[config.mk]
export PLATFORM = sky130hd
export DESIGN_NAME = ssm_match_tree
export DESIGN_NICKNAME = d
export VERILOG_FILES = /design/src/hdl/ssm_pkg.sv /design/src/hdl/ssm_match_tree.sv
export SDC_FILE = /design/constraint.sdc
export NUM_CORES = 1
export LEC_CHECK = 0
export BUFFER_PORTS_ARGS = -buffer_cell sky130_fd_sc_hd__buf_4
export CELL_PAD_IN_SITES_DETAIL_PLACEMENT = 0
export CELL_PAD_IN_SITES_GLOBAL_PLACEMENT = 1
export CORE_AREA = 2 2 398 400
export DETAILED_ROUTE_END_ITERATION = 8
export DIE_AREA = 0 0 400 402
export PLACE_DENSITY = 0.39
export SLEW_MARGIN = 20
export SYNTH_ARGS = -nofsm -noshare
export SYNTH_HDL_FRONTEND = slang
export SYNTH_SLANG_ARGS = --single-unit
[constraint.sdc]
create_clock -name clk_i -period 2.9 [get_ports clk_i]
set_clock_uncertainty 0.15 [all_clocks]
set_input_delay 0.435 -clock clk_i [delete_from_list [all_inputs] [get_ports clk_i]]
set_output_delay 0.435 -clock clk_i [all_outputs]
set_load 0.005 [all_outputs]
[src/hdl/ssm_pkg.sv]
// Shared widths, request and status codes, and control structs of the sorted set block.
package ssm_pkg;

  localparam int unsigned REQ_W    = 2;
  localparam int unsigned CODE_W   = 32;
  localparam int unsigned STATUS_W = 3;
  localparam int unsigned HELD_W   = 11;
  // Number of cell match flags folded into one group flag, and group flags per scan step
  localparam int unsigned GROUP_W  = 32;

  // Request types
  localparam logic [REQ_W-1:0] REQ_LOAD  = 2'd0;
  localparam logic [REQ_W-1:0] REQ_QUERY = 2'd1;
  localparam logic [REQ_W-1:0] REQ_CLEAR = 2'd2;

  // Result status codes
  localparam logic [STATUS_W-1:0] ST_LOADED  = 3'd0;
  localparam logic [STATUS_W-1:0] ST_DROPPED = 3'd1;
  localparam logic [STATUS_W-1:0] ST_FOUND   = 3'd2;
  localparam logic [STATUS_W-1:0] ST_MISSING = 3'd3;
  localparam logic [STATUS_W-1:0] ST_CLEARED = 3'd4;

  // Broadcast to every cell of the row
  typedef struct packed {
    logic              load;
    logic [CODE_W-1:0] key;
  } cell_ctrl_t;

  // Control of the match flag reduction
  typedef struct packed {
    logic capture;
    logic shift;
  } red_ctrl_t;

endpackage

[src/hdl/ssm_match_tree.sv]
// Registered reduction of the per-cell match flags: group OR, then a shifting scan.
module ssm_match_tree #(
  parameter int unsigned Capacity = 1024
) (
  input  logic                 clk_i,
  input  ssm_pkg::red_ctrl_t   ctrl_i,
  input  logic [Capacity-1:0]  match_i,
  output logic                 found_o
);

  localparam int unsigned G      = ssm_pkg::GROUP_W;
  localparam int unsigned NGRP   = (Capacity + G - 1) / G;
  localparam int unsigned NSTEP  = (NGRP + G - 1) / G;
  localparam int unsigned PAD_W  = NGRP * G;
  localparam int unsigned FLAG_W = NSTEP * G;

  logic [PAD_W-1:0]  match_pad;
  logic [FLAG_W-1:0] flags_d;
  logic [FLAG_W-1:0] flags_q;
  logic              acc_q;

  assign match_pad = PAD_W'(match_i);

  // Fold each group of cell flags into one bit
  always_comb begin
    flags_d = '0;
    for (int g = 0; g < NGRP; g++) begin
      flags_d[g] = |match_pad[g*G +: G];
    end
  end

  // Capture group flags, then fold one slice per shift step into the accumulator
  always_ff @(posedge clk_i) begin
    if (ctrl_i.capture) begin
      flags_q <= flags_d;
      acc_q   <= 1'b0;
    end else if (ctrl_i.shift) begin
      flags_q <= flags_q >> G;
      acc_q   <= acc_q | (|flags_q[G-1:0]);
    end
  end

  assign found_o = acc_q;

endmodule

==> reports/metrics.yaml <==
synth_area_mm2: 0.00334
clock-sinks: 33
grt_setup_unrepaired: "no"
synth.ff_latch_count: 33
hold_depth: 4
hpwlAfterDp_um: 61000
reg2reg_depth: 3
hold_viol_final: 0
tightestPinTransition_ps: 827
rows: 146
critical_path.startpoint: "flags_q[29]"
netlist_instances: 403
worstPathRequired_ps: 2950
io_pins: 1028
switchingPower_mw: 0.815
synth_top_cell_area_share: 0.491
portBuffers: 1027
fin_crit_sh: 0.623
drtIter0Drc: 359
yosys_warnings: 0
ant_nets: 0
synth.distinct_cells: 15
crit_end: "found_o"
route.detailed.drc: 0
fin_nets: 2483
grt_overflow: 0
hp-class: "in -> reg"
p_int_mw: 1.83
cts_buffers: 5
grt_max_degree: 19
seq_power_share: 0.231
worst-r2r-setup-slack_ps: 1090
max-cap-violations: 0
layout-drive-gt1-share: 0.730
die_h_um: 402
cts_root_buf: "clkbuf_16"
worstPathArrival_ps: 1860
switching_share: 0.308
wirelength_um: 66000
rr_endpoint: "found_o"
die_w_um: 400
grt_pass1_vias: 9253
cts_tree: "built"
yosysTopAreaCell: "nor4_1"
start_util: 0.0213
cts.clk_slew.worst_paths_ps: 80
grt_pass1_wl_um: 80500
fp.coreArea_mm2: 0.157
postCtsHoldBufs: 0
cts_max_level: 2
final_core_util: 0.0890
cts_resized: 0
cts_setup_buffers: 0
max_freq_mhz: 554
report.final.setup_viol: 0
drt-wirelength-per-cell_um: 18.7
setup_tns_ps: 0
crit_fanout: 1
worstSetupEndpointType: "register"
finalMaxSlewViolations: 0
p_comb_frac: 0.519
ir_drop_v: 0.000204
dr.pass1.iters: 5
power_density_mw_per_mm2: 189
syn_nets: 1430
power_frac_clock: 0.250
antenna_found_initial: 19
max_slew_margin: 0.444
fillerInstances: 18500
via_per_inst: 2.44
synth.avg_cell_area_um2: 8.29
syn2layout_area_growth_pct: 319
period_needed_ps: 1810
p_leak_nw: 5.67
seq_area_frac_synth: 0.294
ys_top_cells_by_area: "nor4_1, edfxtp_1, nand4_1"
die_area_mm2: 0.161
status: "finished clean"
r2r_start: "flags_q[29]"
vias: 8620
clockBufferDepth: 2
clock_latency_ps: 340
startpoint_type: "register"
grt.total_usage: 0.0770
critical_path_class: "reg -> reg"
place_congestion: 0.879
[cells in the mapped netlist (all sizes together)]
master and n:
buf 3, clkbuf 1, nor4 262, dfxtp 1, and3 1, o21a 32, or2 1, nor2 1
a311oi 1, nor3 2, or4 1, and4 1, edfxtp 32, nand4 64
[through the flow]
stage	hold WS [ps]	setup WS [ps]	instance area [um^2]	std cells	total power [mW]
final	326	1090	14000	3534	2.65
after global routing	307	964	14000	3534	2.83
after CTS	279	932	14000	3529	2.77
after global placement	656	766	13800	3521	2.02
after detailed placement	607	801	13800	3521	2.01
after floorplan	354	1270	3340	403	0.688
[logic make-up after synthesis]
kind of cell / Yosys count / share of synthesized area
AO/OA/AOI/OAI: 33 / 0.0746
flip-flops: 33 / 0.294
buffers and inverters: 4 / 0.00562
AND/OR/NAND/NOR: 333 / 0.626
[power groups by stage]
stage / Clock, mW / Combinational (mW) / Sequential [mW]
detailed placement: 0 / 1.38 / 0.633
finish: 0.661 / 1.37 / 0.611
global route: 0.752 / 1.46 / 0.622
floorplan: 0 / 0.0988 / 0.589
global placement: 0 / 1.38 / 0.637
CTS: 0.764 / 1.38 / 0.624
[metal layers]
| layer | routed length, um | part of all wire | global-route usage | up-vias |
|---|---|---|---|---|
| li1 | - | - | - | 4045 |
| met1 | 27500 | 0.42 | 0.0952 | 3973 |
| met2 | 32200 | 0.49 | 0.133 | 536 |
| met3 | 3930 | 0.060 | 0.0129 | 62 |
| met4 | 2250 | 0.034 | 0.0276 | 4 |
| met5 | 27 | 0.00041 | 0 | - |
[state kept, by name (all words and copies together) (netlist names)]
register and flops:
flags_q 32, found_o 1
[worst min path at each step]
stage	start	to
after floorplan	found_o	found_o
after global placement	flags_q[10]	found_o
after detailed placement	flags_q[13]	found_o
after CTS	match_i[398]	flags_q[12]
after global routing	match_i[398]	flags_q[12]
final	match_i[398]	flags_q[12]
[cells in the final DEF, fill, tap and decap left out]
master      netlist  routed
or4_4             1       1
diode_2           0       5
edfxtp_1         32      32
o21a_1           32      32
nor4_1          262     260
nor3_2            1       1
clkbuf_16         0       5
nor4_2            0       2
dfxtp_1           1       1
buf_4             0    1049
and3_1            1       1
nand4_1          64      64
clkinv_2          0       2
buf_12            0       1
nor3_1            1       1
or2_4             0       1
nor2_1            1       1
a311oi_1          1       1
and4_1            1       1
clkinvlp_4        0       1
[worst max-delay path, stage by stage, from the launching register on]
cell,delay [ps]
edfxtp_1,440
nor4_1,470
and4_1,460
a311oi_1,140
[layout make-up]
type / instances / area, um^2 / share of cell area
timing repair buffer: 1050 / 7900 / 0.565
tap: 2072 / 2590 / 0.185
multi-input combinational: 366 / 2350 / 0.168
sequential: 33 / 981 / 0.0702
clock buffer: 5 / 125 / 0.00895
clock inverter: 3 / 17.5 / 0.00125
antenna: 5 / 12.5 / 0.000895
Power figures use the tool's default switching activity.
