===== src/hdl/ssm_pkg.sv =====
// Shared widths, request and status codes, and control structs of the sorted set block.
package ssm_pkg;

  localparam int unsigned REQ_W    = 2;
  localparam int unsigned CODE_W   = 32;
  localparam int unsigned STATUS_W = 3;
  localparam int unsigned HELD_W   = 11;
  // Number of cell match flags folded into one group flag, and group flags per scan step
  localparam int unsigned GROUP_W  = 32;

  // Request types
  localparam logic [REQ_W-1:0] REQ_LOAD  = 2'd0;
  localparam logic [REQ_W-1:0] REQ_QUERY = 2'd1;
  localparam logic [REQ_W-1:0] REQ_CLEAR = 2'd2;

  // Result status codes
  localparam logic [STATUS_W-1:0] ST_LOADED  = 3'd0;
  localparam logic [STATUS_W-1:0] ST_DROPPED = 3'd1;
  localparam logic [STATUS_W-1:0] ST_FOUND   = 3'd2;
  localparam logic [STATUS_W-1:0] ST_MISSING = 3'd3;
  localparam logic [STATUS_W-1:0] ST_CLEARED = 3'd4;

  // Broadcast to every cell of the row
  typedef struct packed {
    logic              load;
    logic [CODE_W-1:0] key;
  } cell_ctrl_t;

  // Control of the match flag reduction
  typedef struct packed {
    logic capture;
    logic shift;
  } red_ctrl_t;

endpackage


===== src/hdl/ssm_cell.sv =====
// One cell of the sorted row: holds a code, shifts right on an ordered insert, flags a match.
module ssm_cell (
  input  logic                        clk_i,
  input  ssm_pkg::cell_ctrl_t         ctrl_i,
  input  logic                        occ_i,
  input  logic [ssm_pkg::CODE_W-1:0]  left_val_i,
  input  logic                        left_gt_i,
  output logic [ssm_pkg::CODE_W-1:0]  val_o,
  output logic                        gt_o,
  output logic                        match_o
);

  logic [ssm_pkg::CODE_W-1:0] val_q;

  // An empty cell counts as greater than any key, so the first free cell takes an append
  assign gt_o    = !occ_i || ($signed(val_q) > $signed(ctrl_i.key));
  assign match_o = occ_i && (val_q == ctrl_i.key);
  assign val_o   = val_q;

  // Insert: the boundary cell takes the key, cells past it take their left neighbor
  always_ff @(posedge clk_i) begin
    if (ctrl_i.load && gt_o) begin
      val_q <= left_gt_i ? left_val_i : ctrl_i.key;
    end
  end

endmodule


===== config.mk =====
export PLATFORM = sky130hd
export DESIGN_NAME = ssm_cell
export DESIGN_NICKNAME = d
export VERILOG_FILES = /design/src/hdl/ssm_pkg.sv /design/src/hdl/ssm_cell.sv
export SDC_FILE = /design/constraint.sdc
export NUM_CORES = 1
export LEC_CHECK = 0
export BUFFER_PORTS_ARGS = -buffer_cell sky130_fd_sc_hd__buf_2
export CAP_MARGIN = 20
export CORE_ASPECT_RATIO = 2
export CORE_MARGIN = 3
export CORE_UTILIZATION = 35
export CTS_CLUSTER_SIZE = 8
export DETAILED_ROUTE_END_ITERATION = 6
export PLACE_DENSITY = 0.72
export SLEW_MARGIN = 20
export SYNTH_ARGS = -nofsm -noshare
export SYNTH_HDL_FRONTEND = slang
export SYNTH_SLANG_ARGS = --single-unit

===== constraint.sdc =====
create_clock -name clk_i -period 3.7 [get_ports clk_i]
set_clock_uncertainty 0.15 [all_clocks]
set_input_delay 0.37 -clock clk_i [delete_from_list [all_inputs] [get_ports clk_i]]
set_output_delay 0.37 -clock clk_i [all_outputs]
set_load 0.01 [all_outputs]

==> results.cfg <==
[power]
clkPwrFrac_pct = 34.3
p_seq_share_pct = 42.9
combPwrFrac_pct = 22.8
switching_share_pct = 26.7
p_int_uw = 796
p_per_area_nw_per_um2 = 387
ir_worst_vdd_mv = 0.276
p_leak_nw = 1.43
p_switching_uw = 290

[cells_and_area]
antenna_cells = 0
finalCoreUtilization_pct = 48.8
largest_reg_flops = 32
drive_gt1_share_pct = 33.1
regArea_um2 = 961
layout_common_cells = 101 x buf_2, 42 x nand2_1, 34 x inv_1, 34 x o21ai_0
fin_nets = 429
synthToLayoutAreaGrowth_pct = 32.9
multi_input_area_um2 = 997
fillers = 598
fin_cells = 390
layout_commonest_cell = buf_2
postLayoutCellArea_um2 = 2810

[synth]
synth-adder-area-share_pct = 19.0
syn_nets = 327
synth_compound_area_share_pct = 14.8
yosys_register_bits = 32
synthCells = 227
synth_mux_area_share_pct = 0.533
synth_area_um2 = 2110
synth-xor-area-share_pct = 0
yosys.area_share.simple_pct = 12.9
ys_seq_area_share_pct = 45.5
ys_types = 24
synth_top_family_by_area = adder cells
synth_warnings = 0
synth_area_per_cell_um2 = 9.30

[worst_setup_path]
cp-end-kind = flop
startpoint = val_o[30]
critPathKind = flop to flop
cp-start-kind = flop
cp_max_fo = 21
r2r_start = val_o[30]
crit_required_ns = 3.50
critPathCapture = val_o[4]
rr_worst_depth = 8
timing.rr.end = val_o[4]
r2r_slack_ns = 0.44
critPathArrivalTime_ns = 3.06

[clock_network]
cts_hold_buf = 0
numCtsBuffers = 5
clkSinkCount = 32
cts_tree = built
cts_setup_buffers = 0
clock_latency_ns = 0.27
clockBufferDepth = 2
cts-root-buf = clkbuf_16
cts_resized = 0
clk_pin_slew_ns = 0.05
htree_levels = 2

[timing]
drv_slew = 0
max_freq_ghz = 0.307
max-slew-margin-rel_pct = 38.4
setup_viol = 0
finalCriticalPeriod_ns = 3.26
finalSetupTns_ns = 0
finalCritPeriodShare_pct = 88.2
worst_pin_slew_ns = 0.924
rsz0062_at_grt = false
hold_violations = 0

[placement]
dpl_cell_area_um2 = 2680
gp_congestion = 0.733
dpl.cell_count = 383
io_buffers = 101
dpl.hpwl_um = 4290

[grt]
grt_pass1_wl_um = 8160
grtUsageTotal_pct = 15.5
antenna_found_initial = 0
grt_max_degree = 64
grt_overflow = 0
grt_pass1_vias = 1952

[route]
viasPerCell = 4.99
dr.pass1.iters = 4
vias = 1947
antenna_left = 0
avgRoutedWirePerCell_um = 13.2
drcViolationCount = 0
finalWirelength_um = 5160
first_iter_violations = 36

[run_status]
status = finished, final reports clean

[min_path]
min_path_type = primary input to flop

[die]
row_count = 39
die-area_um2 = 7060
io_pins = 102
die_h_um = 116
start_util_pct = 36.7
core_area_um2 = 5760
die_x_um = 60.9

[run]
drv_cap = 0
## stage by stage
stage	power (mW)	setup slack, ns	hold WS [ns]
3_5_place_dp	0.726	0.311	0.503
4_1_cts	1.10	0.390	0.225
6_report	1.09	0.438	0.225
5_1_grt	1.16	0.231	0.227
3_3_place_gp	0.719	0.389	0.496
2_1_floorplan	0.613	0.548	0.407
## cell usage after synthesis
cell | number | share of area (%)
nand2_1 | 42 | 7.5
inv_1 | 34 | 6.0
o21ai_0 | 34 | 8.1
edfxtp_1 | 32 | 45
ha_1 | 32 | 19
a21oi_1 | 14 | 3.3
clkbuf_1 | 7 | 1.2
nor2_1 | 6 | 1.1
nand3_1 | 5 | 1.2
nand4_1 | 5 | 1.5
a21o_1 | 2 | 0.71
nor3_1 | 2 | 0.47
a211o_1 | 1 | 0.41
a21oi_2 | 1 | 0.41
a221o_1 | 1 | 0.47
a22o_1 | 1 | 0.41
a311o_1 | 1 | 0.47
a31oi_1 | 1 | 0.30
and2_1 | 1 | 0.30
and3_1 | 1 | 0.30
mux2_2 | 1 | 0.53
nor4_1 | 1 | 0.30
o21ai_1 | 1 | 0.24
or4_1 | 1 | 0.36
## per-layer routing
layer,track usage (%),up-vias,wire (um)
met5,0,-,0
met4,6.08,0,82
met3,3.57,5,330
met2,29.2,65,2900
met1,15.4,875,1850
li1,-,1002,-
## logic make-up after synthesis
| group | count (synthesis) |
|---|---|
| buffers and inverters | 41 |
| AOI/OAI and AO/OA | 57 |
| DFF | 32 |
| adders and majority gates | 32 |
| and+or+nand+nor | 64 |
| muxes | 1 |
## worst max-delay path, cell delays in order (launching register included)
cell and delay [ns]:
edfxtp_1 0.41, ha_1 0.33, nand4_1 0.19, nor3_1 0.08, a22o_1 0.20, or4_1 0.42, a31oi_1 0.21, and3_1 0.54
buf_4 0.40
## worst min-delay path by stage
stage	cells past startpoint	startpoint	endpoint	slack, ns
6_report	3	left_val_i[28]	val_o[28]	0.23
5_1_grt	3	left_val_i[23]	val_o[23]	0.23
4_1_cts	3	left_val_i[31]	val_o[31]	0.23
3_5_place_dp	3	left_val_i[20]	val_o[20]	0.50
3_3_place_gp	3	left_val_i[21]	val_o[21]	0.50
2_1_floorplan	2	left_val_i[30]	val_o[30]	0.41
## layout make-up
type	instances	share of cell area [%]
clock buffers	5	4.46
clock inverters	2	0.267
inverters	34	4.55
multi-input cells	154	35.5
flip-flops and latches	32	34.2
well taps	61	2.72
repair buffers	102	18.3
## power groups by stage
| stage | Combinational [mW] | Clock (mW) | Sequential [mW] |
|---|---|---|---|
| 2_1_floorplan | 0.124 | 0 | 0.489 |
| 3_3_place_gp | 0.246 | 0 | 0.472 |
| 3_5_place_dp | 0.253 | 0 | 0.473 |
| 4_1_cts | 0.254 | 0.384 | 0.466 |
| 5_1_grt | 0.286 | 0.407 | 0.470 |
| 6_report | 0.247 | 0.373 | 0.466 |
No activity file was read; power rests on OpenSTA's default activity.
